**config.mk**
```make
export PLATFORM = sky130hd
export DESIGN_NAME = sensor_frame_deframer_top_flat
export DESIGN_NICKNAME = d
export VERILOG_FILES = /design/src/hdl/sfd_pkg.sv /design/src/hdl/sfd_in_if.sv /design/src/hdl/sfd_out_if.sv /design/src/hdl/sfd_cfg_if.sv /design/src/hdl/sfd_cfg_regs.sv /design/src/hdl/sfd_parser.sv /design/src/hdl/sfd_out_buf.sv /design/src/hdl/sensor_frame_deframer_top.sv /design/src/flat_wrapper.sv
export VERILOG_INCLUDE_DIRS = /design/src /design/src/hdl
export SDC_FILE = /design/constraint.sdc
export NUM_CORES = 1
export LEC_CHECK = 0
export ABC_CLOCK_PERIOD_IN_PS = 4000
export BUFFER_PORTS_ARGS = -buffer_cell sky130_fd_sc_hd__clkbuf_2
export CORE_AREA = 3 3 179 111
export CTS_BUF_LIST = sky130_fd_sc_hd__clkbuf_16
export CTS_CLUSTER_SIZE = 40
export DETAILED_ROUTE_END_ITERATION = 8
export DIE_AREA = 0 0 182 114
export HOLD_SLACK_MARGIN = 0.06
export PLACE_DENSITY = 0.66
export SYNTH_ARGS = -nofsm -noshare
export SYNTH_HDL_FRONTEND = slang
export SYNTH_SLANG_ARGS = --single-unit
```
**constraint.sdc**
```tcl
create_clock -name clk -period 4 [get_ports clk]
set_clock_uncertainty 0.1 [all_clocks]
set_input_delay 0 -clock clk [delete_from_list [all_inputs] [get_ports clk]]
set_output_delay 0 -clock clk [all_outputs]
set_load 0.1 [all_outputs]
```
**src/hdl/assert_macros.svh**
```systemverilog
// Assertion macros shared by the deframer RTL.
`ifndef ASSERT_MACROS_SVH
`define ASSERT_MACROS_SVH

// Same-cycle implication, disabled while reset is high.
`define SFD_ASSERT_IMP(label, clk, rst, ante, cons, msg) \
  label: assert property (@(posedge clk) disable iff (rst) (ante) |-> (cons)) \
    else $error(msg);

// Next-cycle implication, disabled while reset is high.
`define SFD_ASSERT_NXT(label, clk, rst, ante, cons, msg) \
  label: assert property (@(posedge clk) disable iff (rst) (ante) |=> (cons)) \
    else $error(msg);

`endif

```
**src/hdl/sfd_pkg.sv**
```systemverilog
// Types and constants of the sensor frame deframer.
package sfd_pkg;

  localparam int unsigned BYTE_W    = 8;
  localparam int unsigned KIND_W    = 4;
  localparam int unsigned CFG_IDX_W = 3;

  typedef logic [BYTE_W-1:0] byte_t;

  typedef enum logic [CFG_IDX_W-1:0] {
    CFG_START_MARKER = 3'd0,
    CFG_TYPE_MARKER  = 3'd1,
    CFG_END_MARKER   = 3'd2,
    CFG_ACK_CODE     = 3'd3,
    CFG_OWN_SENSOR   = 3'd4
  } cfg_index_t;

  typedef enum logic [3:0] {
    PH_HUNT = 4'd0,
    PH_TYPE = 4'd1,
    PH_LEN  = 4'd2,
    PH_PID  = 4'd3,
    PH_SID  = 4'd4,
    PH_OPC  = 4'd5,
    PH_PAY  = 4'd6,
    PH_SUM  = 4'd7,
    PH_END  = 4'd8,
    PH_ASUM = 4'd9,
    PH_AEND = 4'd10
  } phase_t;

  typedef enum logic [KIND_W-1:0] {
    K_PAYLOAD = 4'd0,
    K_DATA_OK = 4'd1,
    K_ACK_OK  = 4'd2,
    K_SUM_ERR = 4'd3,
    K_END_ERR = 4'd4,
    K_UNKNOWN = 4'd5,
    K_START   = 4'd6,
    K_TYPE    = 4'd7,
    K_SHORT   = 4'd8
  } kind_t;

  localparam byte_t MIN_LENGTH = 8'd3;

  typedef struct packed {
    byte_t start_marker;
    byte_t type_marker;
    byte_t end_marker;
    byte_t ack_code;
    byte_t own_sensor;
  } cfg_regs_t;

  typedef struct packed {
    kind_t kind;
    logic  frame_is_ack;
    byte_t packet_number;
    byte_t source_id;
    byte_t command_code;
    byte_t frame_length;
    byte_t payload_byte;
  } result_t;

endpackage

```
**src/hdl/sfd_in_if.sv**
```systemverilog
// Byte input channel.
interface sfd_in_if;
  logic       valid;
  logic       ready;
  logic [7:0] rx_byte;

  modport source (output valid, output rx_byte, input ready);
  modport sink (input valid, input rx_byte, output ready);
endinterface

```
**src/hdl/sfd_out_if.sv**
```systemverilog
// Result output channel.
interface sfd_out_if;
  logic       valid;
  logic       ready;
  logic [3:0] kind;
  logic       frame_is_ack;
  logic [7:0] packet_number;
  logic [7:0] source_id;
  logic [7:0] command_code;
  logic [7:0] frame_length;
  logic [7:0] payload_byte;

  modport source (output valid, output kind, output frame_is_ack, output packet_number,
                  output source_id, output command_code, output frame_length,
                  output payload_byte, input ready);
  modport sink (input valid, input kind, input frame_is_ack, input packet_number,
                input source_id, input command_code, input frame_length,
                input payload_byte, output ready);
endinterface

```
**src/hdl/sfd_cfg_if.sv**
```systemverilog
// Configuration write channel.
interface sfd_cfg_if;
  logic       valid;
  logic       ready;
  logic [2:0] reg_index;
  logic [7:0] wr_data;

  modport source (output valid, output reg_index, output wr_data, input ready);
  modport sink (input valid, input reg_index, input wr_data, output ready);
endinterface

```
**src/hdl/sfd_cfg_regs.sv**
```systemverilog
// Configuration register file of the deframer.
module sfd_cfg_regs
  import sfd_pkg::*;
(
  input  logic        clk,
  input  logic        rst,
  input  logic        wr_en,
  input  cfg_index_t  wr_index,
  input  byte_t       wr_data,
  output cfg_regs_t   regs
);

  always_ff @(posedge clk) begin
    if (rst) begin
      regs <= '0;
    end else if (wr_en) begin
      case (wr_index)
        CFG_START_MARKER: regs.start_marker <= wr_data;
        CFG_TYPE_MARKER:  regs.type_marker  <= wr_data;
        CFG_END_MARKER:   regs.end_marker   <= wr_data;
        CFG_ACK_CODE:     regs.ack_code     <= wr_data;
        CFG_OWN_SENSOR:   regs.own_sensor   <= wr_data;
        default: ;
      endcase
    end
  end

endmodule

```
**src/hdl/sfd_parser.sv**
```systemverilog
// Frame parsing state machine: one byte per step, at most one result.
module sfd_parser
  import sfd_pkg::*;
(
  input  logic      clk,
  input  logic      rst,
  input  logic      step,
  input  byte_t     rx_byte,
  input  cfg_regs_t cfg,
  output logic      emit,
  output result_t   result
);

  phase_t phase, phase_next;
  byte_t  length_seen, length_seen_next;
  byte_t  packet_seen, packet_seen_next;
  byte_t  source_seen, source_seen_next;
  byte_t  opcode_seen, opcode_seen_next;
  byte_t  running_sum, running_sum_next;
  byte_t  payload_left, payload_left_next;
  logic   sum_ok, sum_ok_next;
  logic   ack_frame, ack_frame_next;

  // Next state
  always_comb begin
    phase_next        = phase;
    length_seen_next  = length_seen;
    packet_seen_next  = packet_seen;
    source_seen_next  = source_seen;
    opcode_seen_next  = opcode_seen;
    running_sum_next  = running_sum;
    payload_left_next = payload_left;
    sum_ok_next       = sum_ok;
    ack_frame_next    = ack_frame;
    case (phase)
      PH_TYPE: begin
        phase_next = (rx_byte == cfg.type_marker) ? PH_LEN : PH_HUNT;
      end
      PH_LEN: begin
        length_seen_next = rx_byte;
        packet_seen_next = '0;
        source_seen_next = '0;
        opcode_seen_next = '0;
        ack_frame_next   = 1'b0;
        sum_ok_next      = 1'b0;
        phase_next       = PH_PID;
      end
      PH_PID: begin
        packet_seen_next = rx_byte;
        phase_next       = PH_SID;
      end
      PH_SID: begin
        source_seen_next = rx_byte;
        running_sum_next = length_seen + packet_seen + rx_byte;
        if (rx_byte == cfg.own_sensor) begin
          ack_frame_next = 1'b0;
          phase_next     = (length_seen < MIN_LENGTH) ? PH_HUNT : PH_OPC;
        end else if (rx_byte == cfg.ack_code) begin
          ack_frame_next = 1'b1;
          phase_next     = PH_ASUM;
        end else begin
          ack_frame_next = 1'b0;
          phase_next     = PH_HUNT;
        end
      end
      PH_OPC: begin
        opcode_seen_next  = rx_byte;
        running_sum_next  = running_sum + rx_byte;
        payload_left_next = length_seen - MIN_LENGTH;
        phase_next        = (length_seen == MIN_LENGTH) ? PH_SUM : PH_PAY;
      end
      PH_PAY: begin
        running_sum_next  = running_sum + rx_byte;
        payload_left_next = payload_left - 8'd1;
        if (payload_left == 8'd1) begin
          phase_next = PH_SUM;
        end
      end
      PH_SUM: begin
        sum_ok_next = (rx_byte == running_sum);
        phase_next  = PH_END;
      end
      PH_ASUM: begin
        sum_ok_next = (rx_byte == running_sum);
        phase_next  = PH_AEND;
      end
      PH_END, PH_AEND: begin
        phase_next = PH_HUNT;
      end
      default: begin
        phase_next = (rx_byte == cfg.start_marker) ? PH_TYPE : PH_HUNT;
      end
    endcase
  end

  // Outputs: frame results carry the updated frame fields
  always_comb begin
    logic  bare;
    kind_t kind;
    bare = 1'b0;
    kind = K_PAYLOAD;
    emit = 1'b0;
    case (phase)
      PH_TYPE: begin
        emit = (rx_byte != cfg.type_marker);
        bare = 1'b1;
        kind = K_TYPE;
      end
      PH_LEN, PH_PID, PH_OPC, PH_SUM, PH_ASUM: begin
        emit = 1'b0;
      end
      PH_SID: begin
        if (rx_byte == cfg.own_sensor) begin
          emit = (length_seen < MIN_LENGTH);
          kind = K_SHORT;
        end else if (rx_byte == cfg.ack_code) begin
          emit = 1'b0;
        end else begin
          emit = 1'b1;
          kind = K_UNKNOWN;
        end
      end
      PH_PAY: begin
        emit = 1'b1;
        kind = K_PAYLOAD;
      end
      PH_END, PH_AEND: begin
        emit = 1'b1;
        if (rx_byte != cfg.end_marker) begin
          kind = K_END_ERR;
        end else if (!sum_ok) begin
          kind = K_SUM_ERR;
        end else begin
          kind = (phase == PH_END) ? K_DATA_OK : K_ACK_OK;
        end
      end
      default: begin
        emit = (rx_byte != cfg.start_marker);
        bare = 1'b1;
        kind = K_START;
      end
    endcase

    result.kind = kind;
    if (bare) begin
      result.frame_is_ack  = 1'b0;
      result.packet_number = '0;
      result.source_id     = '0;
      result.command_code  = '0;
      result.frame_length  = '0;
      result.payload_byte  = '0;
    end else begin
      result.frame_is_ack  = ack_frame_next;
      result.packet_number = packet_seen_next;
      result.source_id     = source_seen_next;
      result.command_code  = ack_frame_next ? '0 : opcode_seen_next;
      result.frame_length  = length_seen_next;
      result.payload_byte  = (kind == K_PAYLOAD) ? rx_byte : '0;
    end
  end

  always_ff @(posedge clk) begin
    if (rst) begin
      phase        <= PH_HUNT;
      length_seen  <= '0;
      packet_seen  <= '0;
      source_seen  <= '0;
      opcode_seen  <= '0;
      running_sum  <= '0;
      payload_left <= '0;
      sum_ok       <= 1'b0;
      ack_frame    <= 1'b0;
    end else if (step) begin
      phase        <= phase_next;
      length_seen  <= length_seen_next;
      packet_seen  <= packet_seen_next;
      source_seen  <= source_seen_next;
      opcode_seen  <= opcode_seen_next;
      running_sum  <= running_sum_next;
      payload_left <= payload_left_next;
      sum_ok       <= sum_ok_next;
      ack_frame    <= ack_frame_next;
    end
  end

endmodule

```
**src/hdl/sfd_out_buf.sv**
```systemverilog
// Two-entry result buffer: output register plus skid register.
module sfd_out_buf
  import sfd_pkg::*;
(
  input  logic    clk,
  input  logic    rst,
  input  logic    push,
  input  result_t push_data,
  output logic    can_push,
  input  logic    pop_ready,
  output logic    head_valid,
  output result_t head_data
);

  logic    skid_valid;
  result_t skid_data;
  logic    pop;

  assign pop      = head_valid && pop_ready;
  assign can_push = !skid_valid;

  always_ff @(posedge clk) begin
    if (rst) begin
      head_valid <= 1'b0;
      skid_valid <= 1'b0;
    end else if (pop) begin
      if (skid_valid) begin
        // advance skid into head
        head_data  <= skid_data;
        skid_valid <= 1'b0;
      end else if (push) begin
        head_data <= push_data;
      end else begin
        head_valid <= 1'b0;
      end
    end else if (push) begin
      if (!head_valid) begin
        head_data  <= push_data;
        head_valid <= 1'b1;
      end else begin
        skid_data  <= push_data;
        skid_valid <= 1'b1;
      end
    end
  end

endmodule

```
**src/hdl/sensor_frame_deframer_top.sv**
```systemverilog
// Sensor frame deframer: accepts one stream byte per cycle while rx.ready is high and reports frame events.
//
// Channels: rx carries received bytes, res carries results (payload bytes and
// one closing status per frame), cfg writes the five marker/id registers by index.
// An item moves on a transaction, when valid and ready are both high at a rising edge.
// Each accepted byte yields zero or one result. A result is registered in the output
// buffer when its byte is accepted and shows on res once the results ahead of it drain.
// Throughput is one byte per cycle while rx.ready is high: the parser state machine and
// its 8-bit adder handle each byte combinationally, and a two-entry output buffer (output
// register plus skid register) lets rx take a byte while res is stalled and the skid is free.
// When the receiver stalls, rx.ready drops once the skid entry is used and
// rises again in the cycle after res drains an entry.
// Reset (rst, synchronous) clears the parser and configuration registers to zero, puts the
// parser into start-marker hunting and empties the result buffer. cfg.ready is always high and
// writes take effect on the next byte; writes to an index past the list are dropped.
module sensor_frame_deframer_top
  import sfd_pkg::*;
(
  input  logic  clk,
  input  logic  rst,
  sfd_in_if.sink    rx,
  sfd_out_if.source res,
  sfd_cfg_if.sink   cfg
);

`include "assert_macros.svh"

  cfg_regs_t cfg_regs;
  logic      rx_accept;
  logic      emit;
  logic      push;
  logic      can_push;
  result_t   parsed;
  result_t   head_data;

  assign cfg.ready = 1'b1;
  assign rx.ready  = can_push;
  assign rx_accept = rx.valid && can_push;
  assign push      = rx_accept && emit;

  sfd_cfg_regs u_cfg_regs (
    .clk      (clk),
    .rst      (rst),
    .wr_en    (cfg.valid),
    .wr_index (cfg_index_t'(cfg.reg_index)),
    .wr_data  (cfg.wr_data),
    .regs     (cfg_regs)
  );

  sfd_parser u_parser (
    .clk     (clk),
    .rst     (rst),
    .step    (rx_accept),
    .rx_byte (rx.rx_byte),
    .cfg     (cfg_regs),
    .emit    (emit),
    .result  (parsed)
  );

  sfd_out_buf u_out_buf (
    .clk        (clk),
    .rst        (rst),
    .push       (push),
    .push_data  (parsed),
    .can_push   (can_push),
    .pop_ready  (res.ready),
    .head_valid (res.valid),
    .head_data  (head_data)
  );

  assign res.kind          = head_data.kind;
  assign res.frame_is_ack  = head_data.frame_is_ack;
  assign res.packet_number = head_data.packet_number;
  assign res.source_id     = head_data.source_id;
  assign res.command_code  = head_data.command_code;
  assign res.frame_length  = head_data.frame_length;
  assign res.payload_byte  = head_data.payload_byte;

  `SFD_ASSERT_NXT(a_push_shows_result, clk, rst, push, res.valid, "pushed result not shown")
  `SFD_ASSERT_IMP(a_full_implies_valid, clk, rst, !rx.ready, res.valid,
                  "buffer full with no visible result")
  `SFD_ASSERT_IMP(a_status_no_payload, clk, rst,
                  res.valid && (res.kind != K_PAYLOAD), res.payload_byte == 8'd0,
                  "status result carries payload")

endmodule

```
**src/flat_wrapper.sv**
```systemverilog
// flat-port wrapper written by rule: the top's interface ports become plain ports
module sensor_frame_deframer_top_flat import sfd_pkg::*;
  (clk, rst, rx_valid, rx_rx_byte, rx_ready, res_valid, res_kind, res_frame_is_ack, res_packet_number, res_source_id, res_command_code, res_frame_length, res_payload_byte, res_ready, cfg_valid, cfg_reg_index, cfg_wr_data, cfg_ready);
  sfd_in_if rx_i ();
  sfd_out_if res_i ();
  sfd_cfg_if cfg_i ();
  input  logic clk;
  input  logic rst;
  input wire logic [$bits(rx_i.valid)-1:0] rx_valid;
  input wire logic [$bits(rx_i.rx_byte)-1:0] rx_rx_byte;
  output wire logic [$bits(rx_i.ready)-1:0] rx_ready;
  output wire logic [$bits(res_i.valid)-1:0] res_valid;
  output wire logic [$bits(res_i.kind)-1:0] res_kind;
  output wire logic [$bits(res_i.frame_is_ack)-1:0] res_frame_is_ack;
  output wire logic [$bits(res_i.packet_number)-1:0] res_packet_number;
  output wire logic [$bits(res_i.source_id)-1:0] res_source_id;
  output wire logic [$bits(res_i.command_code)-1:0] res_command_code;
  output wire logic [$bits(res_i.frame_length)-1:0] res_frame_length;
  output wire logic [$bits(res_i.payload_byte)-1:0] res_payload_byte;
  input wire logic [$bits(res_i.ready)-1:0] res_ready;
  input wire logic [$bits(cfg_i.valid)-1:0] cfg_valid;
  input wire logic [$bits(cfg_i.reg_index)-1:0] cfg_reg_index;
  input wire logic [$bits(cfg_i.wr_data)-1:0] cfg_wr_data;
  output wire logic [$bits(cfg_i.ready)-1:0] cfg_ready;
  assign rx_i.valid = rx_valid;
  assign rx_i.rx_byte = rx_rx_byte;
  assign rx_ready = rx_i.ready;
  assign res_valid = res_i.valid;
  assign res_kind = res_i.kind;
  assign res_frame_is_ack = res_i.frame_is_ack;
  assign res_packet_number = res_i.packet_number;
  assign res_source_id = res_i.source_id;
  assign res_command_code = res_i.command_code;
  assign res_frame_length = res_i.frame_length;
  assign res_payload_byte = res_i.payload_byte;
  assign res_i.ready = res_ready;
  assign cfg_i.valid = cfg_valid;
  assign cfg_i.reg_index = cfg_reg_index;
  assign cfg_i.wr_data = cfg_wr_data;
  assign cfg_ready = cfg_i.ready;
  sensor_frame_deframer_top u_core (.clk(clk), .rst(rst), .rx(rx_i), .res(res_i), .cfg(cfg_i));
endmodule
```
==> results of run 1 <==
stage by stage:
step           instances  util, %  TNS, ns  instance area [µm²]
2_1_floorplan        977        -   -29.87                 9154
3_3_place_gp        1242    53.73        0                 9758
3_5_place_dp        1242    53.73        0                 9758
4_1_cts             1302    58.76        0                10670
5_1_grt             1302    58.76        0                10670
6_report            1302    58.76        0                10670
layout make-up:
class	instances	area share, %
well taps	240	2.814
multi-input cells	703	39.45
clock inverters	15	1.946
repair buffers	121	7.762
clock buffers	17	3.986
inverters	20	0.7035
flip-flops and latches	186	43.33
state kept, by name (all words and copies together) (netlist names), 8 cells and up:
name / count
u_core.u_parser.packet_seen: 8
u_core.u_parser.source_seen: 8
u_core.u_cfg_regs.regs: 40
u_core.u_parser.payload_left: 8
u_core.u_parser.length_seen: 8
u_core.u_parser.running_sum: 8
u_core.u_out_buf.skid_data: 45
u_core.u_out_buf.head_data: 45
u_core.u_parser.opcode_seen: 8
final timing paths:
path	from	to	slack, ns
worst min register to register	u_core.u_cfg_regs.regs[25]	u_core.u_cfg_regs.regs[25]	0.37
worst max-delay path	u_core.u_cfg_regs.regs[5]	u_core.u_out_buf.head_data[18]	0.64
worst max register to register	u_core.u_cfg_regs.regs[5]	u_core.u_out_buf.head_data[18]	0.64
worst min-delay path	cfg_wr_data[6]	u_core.u_cfg_regs.regs[30]	0.34
kinds of logic (layout without fill, tap and decap cells):
logic type / count (synthesis) / after routing / share of synthesized area (%)
flip-flops: 186 / 186 / 50.52
multiplexers: 10 / 10 / 1.217
XOR/XNOR: 58 / 58 / 5.550
other: 1 / 1 / 0.04097
buffers and inverters: 88 / 173 / 3.923
AND/OR/NAND/NOR: 376 / 376 / 18.22
AO/OA/AOI/OAI: 233 / 233 / 16.38
adder cells (fa/ha/maj): 25 / 25 / 4.155
layer usage:
| layer | track usage (%) | share of wire [%] | up-vias |
|---|---|---|---|
| met4 | 6.237 | 1.3 | 0 |
| met1 | 38.36 | 48 | 3513 |
| met2 | 32.14 | 39 | 362 |
| li1 | - | - | 3587 |
| met5 | 0 | 0 | - |
| met3 | 8.349 | 12 | 30 |
layout by cell type (no fill, tap or decap), types with 17 or more instances in the layout:
cell           Yosys  layout
xor2_1            19      19
edfxtp_1          90      90
nor2_1            94      93
dfxtp_1           96      96
inv_1             20      20
o31ai_1           19      18
buf_4              1      21
a211oi_1          21      21
a22oi_1           35      35
and2_1            19      19
clkbuf_2           0      69
nand3_1           22      22
nand2_1          178     178
dlygate4sd3_1      0      28
clkbuf_16          0      17
xnor2_1           39      39
a21oi_1           83      83
o21ai_0           31      31
power by group through the flow:
stage	Clock, mW	Sequential (mW)	Combinational, mW
after floorplan	0	2.34	0.299
after detailed placement	0	2.15	0.656
after CTS	1.84	2.11	0.679
final	1.82	2.11	0.687
after global routing	1.92	2.11	0.732
after global placement	0	2.15	0.654
critical path, cell delays in order (launching register included):
cell and delay, ns:
dfxtp_1 0.33, xor2_1 0.17, nor4_1 0.65, nand2_1 0.22
or3_1 0.41, a311o_1 0.50, a221oi_4 0.34, buf_12 0.28
==> results by group, run 1 <==
Power and ir drop
  – Seq pwr share: 45.7%
  – Worst ir drop on vdd: 276.3 µV
  – Pwr/cell area: 432.2 nW/µm²
  – Clock power share: 39.4%
  – Pint: 3.249 mW
  – Power, Total: 4.612 mW
  – Comb power frac: 14.9%
  – Switching part of the total: 29.55%
  – P_leak: 3.865 nW
  – Switching pwr: 1.363 mW

Synth
  – Synth warnings: 0
  – Yosys reg bits: 186
  – Syn avg cell area: 9.369 µm²
  – Post-synth top area cell: edfxtp_1
  – Yosys top cell area share: 29.52%
  – Post-synth ARST share: 0%
  – Register area share after synthesis: 50.52%
  – Main flop type after synthesis: dfxtp_1
  – Largest cells by area after synthesis: edfxtp_1 (30%), dfxtp_1 (21%), nand2_1 (7.3%), a21oi_1 (4.5%), nor2_1 (3.9%)
  – EDFF count, synth: 90
  – Synth cell types: 60
  – Post-synthesis cell area: 9154 µm²
  – Mapped Cells: 977
  – Synthesized net count: 1026
  – Most common cell in the netlist: nand2_1
  – Synth top cells by count: nand2_1 (178), dfxtp_1 (96), nor2_1 (94)

Routing
  – Routed via count: 7492
  – Routed WL per cell: 19.29 µm
  – # DRC: 0
  – 1st-pass router iterations: 5
  – DR vias/cell: 5.754
  – Final wirelength: 25.12 mm
  – Starting DRT DRC Count: 837
  – Post-route ant nets: 0

Place
  – Pre-CTS setup slack: 0.8197 ns
  – Count of input and output buffers: 70
  – Hpwl dp: 16.89 mm
  – Placer congestion estimate: 0.9351

Setup path
  – Critical path data arrival time: 3.38 ns
  – Worst Reg-to-Reg Cells: 7
  – Crit. End Element: flip-flop
  – Critical path class: flip-flop to flip-flop
  – Worst EP required: 4.02 ns
  – Worst Path Max Fanout: 45
  – CP Launch Type: flip-flop

Hold path
  – Worst min path class: input port to flip-flop
  – Worst hold path depth: 4

Floorplan
  – CORE AREA: 18160 µm²
  – Die ar.: 20750 µm²
  – Die width: 182 µm
  – # rows: 38
  – I/O Pins: 72
  – Initial Util: 50.40%
  – Die H: 114 µm

STA
  – Crit path time final: 3.359 ns
  – Hold Fails Final Rpt: 0
  – Max Clk Rate: 297.7 MHz
  – Pins Over Slew Limit: 0
  – Worst hold slack: 0.3424 ns
  – Max_slew headroom: 25.79%
  – Final setup vio count: 0
  – RSZ-0062 raised after global routing: false
  – Setup slack after layout: 0.6415 ns
  – Worst Max-Slew Pin Slew: 1.113 ns
  – Final worst-path cycle share: 83.96%

Clock tree
  – Setup bufs post-CTS: 0
  – Resize count post-CTS: 0
  – Deepest clock path buffer count: 2
  – CTS Sinks: 186
  – Clk root buf: clkbuf_16
  – CTS tree: built
  – Worst-Skew Late Latency: 0.44 ns
  – Clock-pin slew on the worst setup and hold paths: 0.08 ns
  – Cts hold-fix bufs: 28
  – H-tree levels: 4
  – TritonCTS buffer count: 17

Global route
  – Largest net degree at the start of global routing: 53
  – GR Overflow Total: 0
  – Total Routing Usage GR: 24.60%
  – Vias in the first global route: 6995
  – Initial antenna violation count: 0
  – First-pass GRT wire length: 39.51 mm

Cells and area
  – Inserted Diodes: 0
  – Area occupied by multi-input gates: 4210 µm²
  – Layout cell share with drive strength beyond 1: 14.22%
  – Fin nets: 1098
  – Reg area: 4624 µm²
  – P&R area growth vs syn: 16.58%
  – Fillcell total: 1618

Flow run
  – Max cap viols: 0

Outcome
  – Outcome: finished clean
(Power assumes the default switching activity.)
==> inputs of run 2 (changes only) <==
ABC_AREA = 1   (was unset)
ABC_CLOCK_PERIOD_IN_PS = 2900   (was 4000)
CORE_AREA = 3 3 184 114   (was 3 3 179 111)
DIE_AREA = 0 0 187 117   (was 0 0 182 114)
clock period = 2.9 ns   (was 4 ns; I/O delays follow)
==> run 2 against run 1 <==
Compared with the run above:
- final cell count grew 21%
- total power grew 34%
- critical path depth is 9 higher
- sequential power up 37%
- clock power increased by 32%
- cell area increased by 5.1%
- worst hold slack worse by 0.26 ns
- non-clock buffer count shrank 3
- global-route usage grew 0.082 points
- sequential share of layout area fell by 2.1 points
- largest cell class unchanged
==> results by group, run 2 <==
Outcome
  – Outcome: finished clean

Floorplan
  – Die width: 187 µm (+2.7%)
  – Die H: 117 µm (+2.6%)
  – Initial Util: 50.68% (+0.28 points)
  – CORE AREA: 19180 µm² (+5.6%)
  – # rows: 39 (+2.6%)
  – Die ar.: 21880 µm² (+5.5%)
  – I/O Pins: 72 (unchanged)

Synth
  – EDFF count, synth: 90 (unchanged)
  – Synth warnings: 0 (unchanged)
  – Yosys reg bits: 186 (unchanged)
  – Compound-Gate Fraction of Synth Area: 14.91% (-1.5 points)
  – Main combinational cell family by area after synthesis: simple AND/OR/NAND/NOR gates
  – Post-synth top area cell: edfxtp_1
  – Synthesized net count: 1260 (+23%)
  – Register area share after synthesis: 47.58% (-2.9 points)
  – Post-synth ARST share: 0% (unchanged)
  – Main flop type after synthesis: dfxtp_1
  – Mapped Cells: 1211 (+24%)
  – Simple-Gate Fraction of Synth Area: 21.37% (+3.1 points)
  – Synth Area in Adders: 3.913% (-0.24 points)
  – Synth cell types: 45 (-25%)
  – Most common cell in the netlist: nand2_1
  – Largest cells by area after synthesis: edfxtp_1 (28%), dfxtp_1 (20%), nand2_1 (10%), inv_1 (6.4%), a21oi_1 (4.8%)
  – XOR/XNOR Fraction of Synth Area: 1.892% (-3.7 points)
  – Post-synthesis cell area: 9719 µm² (+6.2%)
  – Syn avg cell area: 8.026 µm² (-14%)
  – Yosys top cell area share: 27.81% (-1.7 points)
  – Synth top cells by count: nand2_1 (262), inv_1 (165), nor2_1 (103)
  – Post-synthesis mux area share: 0% (-1.2 points)

Cells and area
  – Fin nets: 1346 (+23%)
  – Largest registers: u_core.u_out_buf.head_data: 45 flops, u_core.u_out_buf.skid_data: 45 flops, u_core.u_cfg_regs.regs: 40 flops
  – P&R area growth vs syn: 15.35%
  – Final Instance Count excl. Fillers: 1576 (+21%)
  – Inserted Diodes: 0 (unchanged)
  – Fillcell total: 1780 (+10%)
  – Leading cell type in the layout, fill and taps excluded: nand2_1
  – Most frequent cells in the layout: nand2_1 (262), inv_1 (164), nor2_1 (100)
  – Layout cell share with drive strength beyond 1: 16.49% (+2.3 points)

Clock tree
  – Clk root buf: clkbuf_16
  – Clock-pin slew on the worst setup and hold paths: 0.07 ns (about the same)
  – Worst-Skew Late Latency: 0.43 ns (about the same)
  – Deepest clock path buffer count: 2 (unchanged)
  – CTS tree: built
  – TritonCTS buffer count: 17 (unchanged)
  – CTS Sinks: 186 (unchanged)
  – H-tree levels: 4 (unchanged)

Hold path
  – Worst hold path depth: 3 (-1)
  – Hold EP: u_core.u_cfg_regs.regs[7]
  – Hold path start: cfg_reg_index[2]
  – Worst min path class: input port to flip-flop

Place
  – Placed insts: 1525 (+23%)
  – Count of input and output buffers: 70 (unchanged)
  – Placer congestion estimate: 0.9619 (+2.9%)
  – Hpwl dp: 18.82 mm (+11%)
  – Pre-CTS setup slack: 0.3833 ns (-0.4364 ns)

STA
  – Worst Max-Slew Pin Slew: 0.8230 ns (-0.2901 ns)
  – Hold Fails Final Rpt: 0 (unchanged)
  – Setup slack after layout: 0.2372 ns (-0.4042 ns)
  – RSZ-0062 raised after global routing: false
  – Setup TNS: 0 ns (unchanged)
  – Final setup vio count: 0 (unchanged)
  – Final worst-path cycle share: 91.82%
  – Crit path time final: 2.663 ns
  – Max Clk Rate: 375.5 MHz
  – Max_slew headroom: 44.55% (+19 points)
  – Pins Over Slew Limit: 0 (unchanged)

Power and ir drop
  – Worst ir drop on vdd: 415.9 µV (+51%)
  – Pwr/cell area: 551.8 nW/µm² (+28%)
  – P_leak: 4.976 nW (+29%)

Setup path
  – FF-to-FF Start: u_core.u_parser.length_seen[0]
  – Worst Path Max Fanout: 10 (-78%)
  – CP max-delay cell: dlygate4sd3_1
  – Most frequent CP cell: nand2_1
  – CP delay by family, top: buffers and inverters
  – Critical Path, Cell by Cell: dlygate4sd3_1 > clkbuf_2 > inv_2 > fa_1 > inv_1 > ha_1 > inv_1 > fa_1 > o21ai_0 > nand2_1 > nand2_1 > a21oi_1 > nand2_1 > nand3_1 > nand3_1 > a21oi_1
  – Slowest stage delay, CP: 0.52 ns (-0.13 ns)
  – Critical path class: input port to flip-flop
  – Critical path data arrival time: 2.86 ns (-0.52 ns)
  – Reg-to-reg endpoint: u_core.u_parser.running_sum[7]
  – WP buf/inv: 5 (+4)
  – Crit. End Element: flip-flop
  – Flop2flop setup slack: 0.35 ns (-0.29 ns)
  – Worst Reg-to-Reg Cells: 14 (+7)
  – Worst EP required: 3.10 ns (-0.92 ns)
  – CP Launch Type: input port

Global route
  – GR Overflow Total: 0 (unchanged)
  – Vias in the first global route: 7634 (+9.1%)
  – Largest net degree at the start of global routing: 57 (+7.5%)
  – Total Routing Usage GR: 24.69% (+0.082 points)
  – Initial antenna violation count: 0 (unchanged)
  – First-pass GRT wire length: 41.95 mm (+6.2%)

Routing
  – # DRC: 0 (unchanged)
  – Final wirelength: 26.46 mm (+5.3%)
  – Post-route ant nets: 0 (unchanged)
  – 1st-pass router iterations: 5 (unchanged)
  – Routed via count: 8325 (+11%)
  – DR vias/cell: 5.282 (-8.2%)
  – Starting DRT DRC Count: 875 (+4.5%)
  – Routed WL per cell: 16.79 µm (-13%)

Flow run
  – Max cap viols: 0 (unchanged)
run 2: cell types whose count changed after synthesis, moves of 24 or more:
cell      previous run  this run
a22oi_1             35         0
clkbuf_1            54        28
inv_1               20       165
inv_2                0        31
nand2_1            178       262
o21ai_0             31        79
o21ai_1              2        32
o22ai_1              2        26
xnor2_1             39        15
run 2: layout make-up:
cell class	count	area, µm²	area share [%]
clock buffer	17	425.4	3.795
clock inverter	15	178.9	1.596
multi-input combinational	777	4121	36.76
inverter	197	744.5	6.641
sequential	186	4624	41.25
timing repair buffer	118	783.3	6.987
tap	266	332.8	2.969
run 2: cell families after synthesis:
group,Yosys count
adders and majority gates,25
and+or+nand+nor,467
other,1
AOI/OAI and AO/OA,263
DFF,186
xor gates and xnor gates,21
buffers and inverters,248
run 2: power breakdown:
| part | internal (mW) | switching, mW | total [mW] |
|---|---|---|---|
| logic | 0.252 | 0.645 | 0.897 |
| clock network | 1.24 | 1.16 | 2.40 |
| registers | 2.84 | 0.0522 | 2.89 |
run 2: how the worst max path moves through the flow:
stage	cells after the start	slack, ns	start	endpoint
after floorplan	12	0.007	u_core.u_parser.phase[1]	u_core.u_out_buf.skid_data[0]
after global placement	15	0.45	rx_rx_byte[0]	u_core.u_parser.running_sum[7]
after detailed placement	15	0.38	rx_rx_byte[0]	u_core.u_parser.running_sum[7]
after CTS	17	0.29	rx_rx_byte[0]	u_core.u_parser.running_sum[7]
after global routing	17	0.03	rx_rx_byte[0]	u_core.u_parser.running_sum[7]
final	16	0.24	rx_rx_byte[0]	u_core.u_parser.running_sum[7]
run 2: layer usage:
| metal | GRT usage, % | up-vias | wire length [µm] |
|---|---|---|---|
| met5 | 0 | - | 0 |
| met4 | 5.586 | 0 | 384 |
| met3 | 6.042 | 28 | 2373 |
| met2 | 34.63 | 303 | 10560 |
| met1 | 38.20 | 3880 | 13140 |
| li1 | - | 4114 | - |
run 2: through the flow:
stage                     power [mW]  area (µm²)  util, %  hold slack (ns)
after floorplan                3.587        9749        -          0.03490
after global placement         3.805       10420    54.32           0.2144
after detailed placement       3.811       10420    54.32           0.2099
after CTS                      6.207       11210    58.46          0.06200
after global routing           6.425       11210    58.46           0.1231
final                          6.186       11210    58.46          0.08215
run 2: worst register-to-register path, delay by kind of cell (launching register included):
kind	cells	cell delay, ns
fa+ha+maj	3	0.94
flops	1	0.36
compound gates	3	0.42
buf+inv	3	0.25
simple gates	5	0.36
run 2: repair_timing:
action                    CTS  global route
gates resized for setup     0             0
buffers inserted            0             0
hold endpoints to repair   52             0
hold buffers               19             0
==> inputs of run 3 (changes only) <==
CORE_AREA = 3 3 160 131   (was 3 3 184 114)
DIE_AREA = 0 0 163 134   (was 0 0 187 117)
RECOVER_POWER = 100   (was unset)
==> run 3 against run 2 <==
Compared with the run above:
- flip-flop and latch count is the same
- cell area shrank 2.2%
- global-route usage shrank 0.84 points
- register-to-register slack lost 0.07 ns
- non-clock buffer count shrank 5
- combinational power shrank 2%
- total power shrank 1.9%
- critical path depth shrank 2
- largest cell class unchanged
- highest routed layer unchanged
==> results by group, run 3 (synthesis gave the netlist of run 2 again) <==
Floorplan
  – Die width: 163 µm (-13%)
  – Die H: 134 µm (+15%)
  – Die ar.: 21840 µm² (-0.17%)
  – # rows: 46 (+18%)
  – CORE AREA: 19570 µm² (+2.0%)
  – Initial Util: 49.67% (-1.0 points)
  – I/O Pins: 72 (unchanged)

Global route
  – Total Routing Usage GR: 23.84% (-0.84 points)
  – Largest net degree at the start of global routing: 56 (-1.8%)
  – Initial antenna violation count: 0 (unchanged)
  – GR Overflow Total: 0 (unchanged)
  – Vias in the first global route: 7727 (+1.2%)
  – First-pass GRT wire length: 40.83 mm (-2.6%)

Cells and area
  – Reg area: 4624 µm² (unchanged)
  – Inserted Diodes: 0 (unchanged)
  – Fin area: 10970 µm² (-2.2%)
  – Leading cell type in the layout, fill and taps excluded: nand2_1
  – Most frequent cells in the layout: nand2_1 (264), inv_1 (174), o21ai_0 (105), nor2_1 (105), dfxtp_1 (96)
  – Fin nets: 1341 (-0.37%)
  – Fillcell total: 1835 (+3.1%)
  – Largest registers: u_core.u_out_buf.head_data: 45 flops, u_core.u_out_buf.skid_data: 45 flops, u_core.u_cfg_regs.regs: 40 flops
  – Final Instance Count excl. Fillers: 1569 (-0.44%)
  – P&R area growth vs syn: 12.85%
  – Area occupied by multi-input gates: 4028 µm² (-2.3%)
  – Layout cell share with drive strength beyond 1: 9.885% (-6.6 points)

Setup path
  – CP delay by family, top: adder cells
  – Slowest stage delay, CP: 0.40 ns (-0.12 ns)
  – Crit. Startpoint: u_core.u_parser.length_seen[0]
  – FF-to-FF Start: u_core.u_parser.length_seen[0]
  – CP Launch Type: flip-flop
  – Worst path depth: 14 (-2)
  – WP buf/inv: 3 (-2)
  – Critical path class: flip-flop to flip-flop
  – Worst Reg-to-Reg Cells: 14 (unchanged)
  – Crit. End Element: flip-flop
  – Worst Path Max Fanout: 5 (-5)
  – CP max-delay cell: fa_1
  – Critical Path, Cell by Cell: inv_1 > fa_1 > inv_1 > ha_1 > inv_1 > fa_1 > o21ai_0 > nand2_1 > nand2_1 > a21oi_1 > nand2_1 > nand3_1 > nand3_1 > a21oi_1
  – Worst EP required: 3.11 ns (about the same)
  – Critical path data arrival time: 2.82 ns (-0.04 ns)

Power and ir drop
  – Power, Total: 6.067 mW (-1.9%)
  – Pwr/cell area: 553.1 nW/µm² (+0.24%)
  – P_leak: 4.778 nW (-4.0%)
  – Worst ir drop on vdd: 392.0 µV (-5.8%)

Hold path
  – Hold path start: rx_rx_byte[7]
  – Worst min path class: input port to flip-flop
  – Worst hold path depth: 5 (+2)

Routing
  – Routed via count: 8149 (-2.1%)
  – DR vias/cell: 5.194 (-1.7%)
  – Final wirelength: 25.27 mm (-4.5%)
  – # DRC: 0 (unchanged)
  – 1st-pass router iterations: 6 (+1)
  – Starting DRT DRC Count: 783 (-11%)
  – Routed WL per cell: 16.10 µm (-4.1%)
  – Post-route ant nets: 0 (unchanged)

Clock tree
  – H-tree levels: 4 (unchanged)
  – CTS tree: built
  – Resize count post-CTS: 0 (unchanged)
  – Deepest clock path buffer count: 2 (unchanged)
  – TritonCTS buffer count: 17 (unchanged)
  – Clk root buf: clkbuf_16
  – Clock-pin slew on the worst setup and hold paths: 0.07 ns (about the same)
  – Worst-Skew Late Latency: 0.44 ns (about the same)
  – CTS Sinks: 186 (unchanged)

Outcome
  – Outcome: finished clean

STA
  – Max Clk Rate: 382.2 MHz (+1.8%)
  – Crit path time final: 2.616 ns (-0.04660 ns)
  – Final setup vio count: 0 (unchanged)
  – Final worst-path cycle share: 90.21% (-1.6 points)
  – Setup TNS: 0 ns (unchanged)
  – Worst Max-Slew Pin Slew: 1.174 ns (+0.3506 ns)
  – Max_slew headroom: 22.09% (-22 points)
  – Worst hold slack: 0.09025 ns (+0.008097 ns)
  – Hold Fails Final Rpt: 0 (unchanged)
  – Pins Over Slew Limit: 0 (unchanged)
  – RSZ-0062 raised after global routing: false

Place
  – Placer congestion estimate: 0.9543 (-0.79%)
  – Placed insts: 1518 (-0.46%)
  – DP Area: 10380 µm² (-0.38%)
  – Count of input and output buffers: 70 (unchanged)
  – Hpwl dp: 18.03 mm (-4.2%)

Flow run
  – Max cap viols: 0 (unchanged)
-- run 3: area by class of cell --
type                    count  share of cell area [%]
flip-flops and latches    186                   42.16
multi-input cells         777                   36.72
inverters                 197                   6.788
repair buffers            113                   6.080
clock buffers              17                   3.879
well taps                 264                   3.012
clock inverters            15                   1.358
-- run 3: stage by stage --
| stage | util, % | worst slack (ns) |
|---|---|---|
| after floorplan | - | 0.007413 |
| after CTS | 56.93 | 0.3265 |
| final | 56.05 | 0.2838 |
| after detailed placement | 53.02 | 0.3331 |
| after global placement | 53.02 | 0.4430 |
| after global routing | 56.05 | 0.03638 |
-- run 3: routing by layer --
layer / up-vias / share of wire, % / track usage, %
li1: 4095 / - / -
met2: 277 / 43 / 35.45
met3: 36 / 6.9 / 5.187
met4: 0 / 1.8 / 6.905
met5: - / 0 / 0
met1: 3741 / 48 / 35.14
-- run 3: power by group --
part	internal, mW	switching, mW
logic	0.237	0.641
clock network	1.15	1.15
registers	2.84	0.0482
-- run 3: worst register-to-register path: stages (launching register included) --
cell and delay, ns:
dfxtp_1 0.37, inv_1 0.13, fa_1 0.40, inv_1 0.06, ha_1 0.15, inv_1 0.05
fa_1 0.39, o21ai_0 0.31, nand2_1 0.08, nand2_1 0.07, a21oi_1 0.07, nand2_1 0.07
nand3_1 0.07, nand3_1 0.10, a21oi_1 0.06
-- run 3: worst paths after layout --
path         slack (ns)                             end
min reg2reg        0.37      u_core.u_cfg_regs.regs[10]
max reg2reg        0.28  u_core.u_parser.running_sum[7]
max                0.28  u_core.u_parser.running_sum[7]
min                0.09  u_core.u_parser.opcode_seen[7]
-- run 3: repair_timing --
action                                  in CTS  in global routing
buffers inserted                             0                  0
hold buffers                                19                  0
endpoints found under the hold margin       66                  0
endpoints found under the setup margin       0                  0
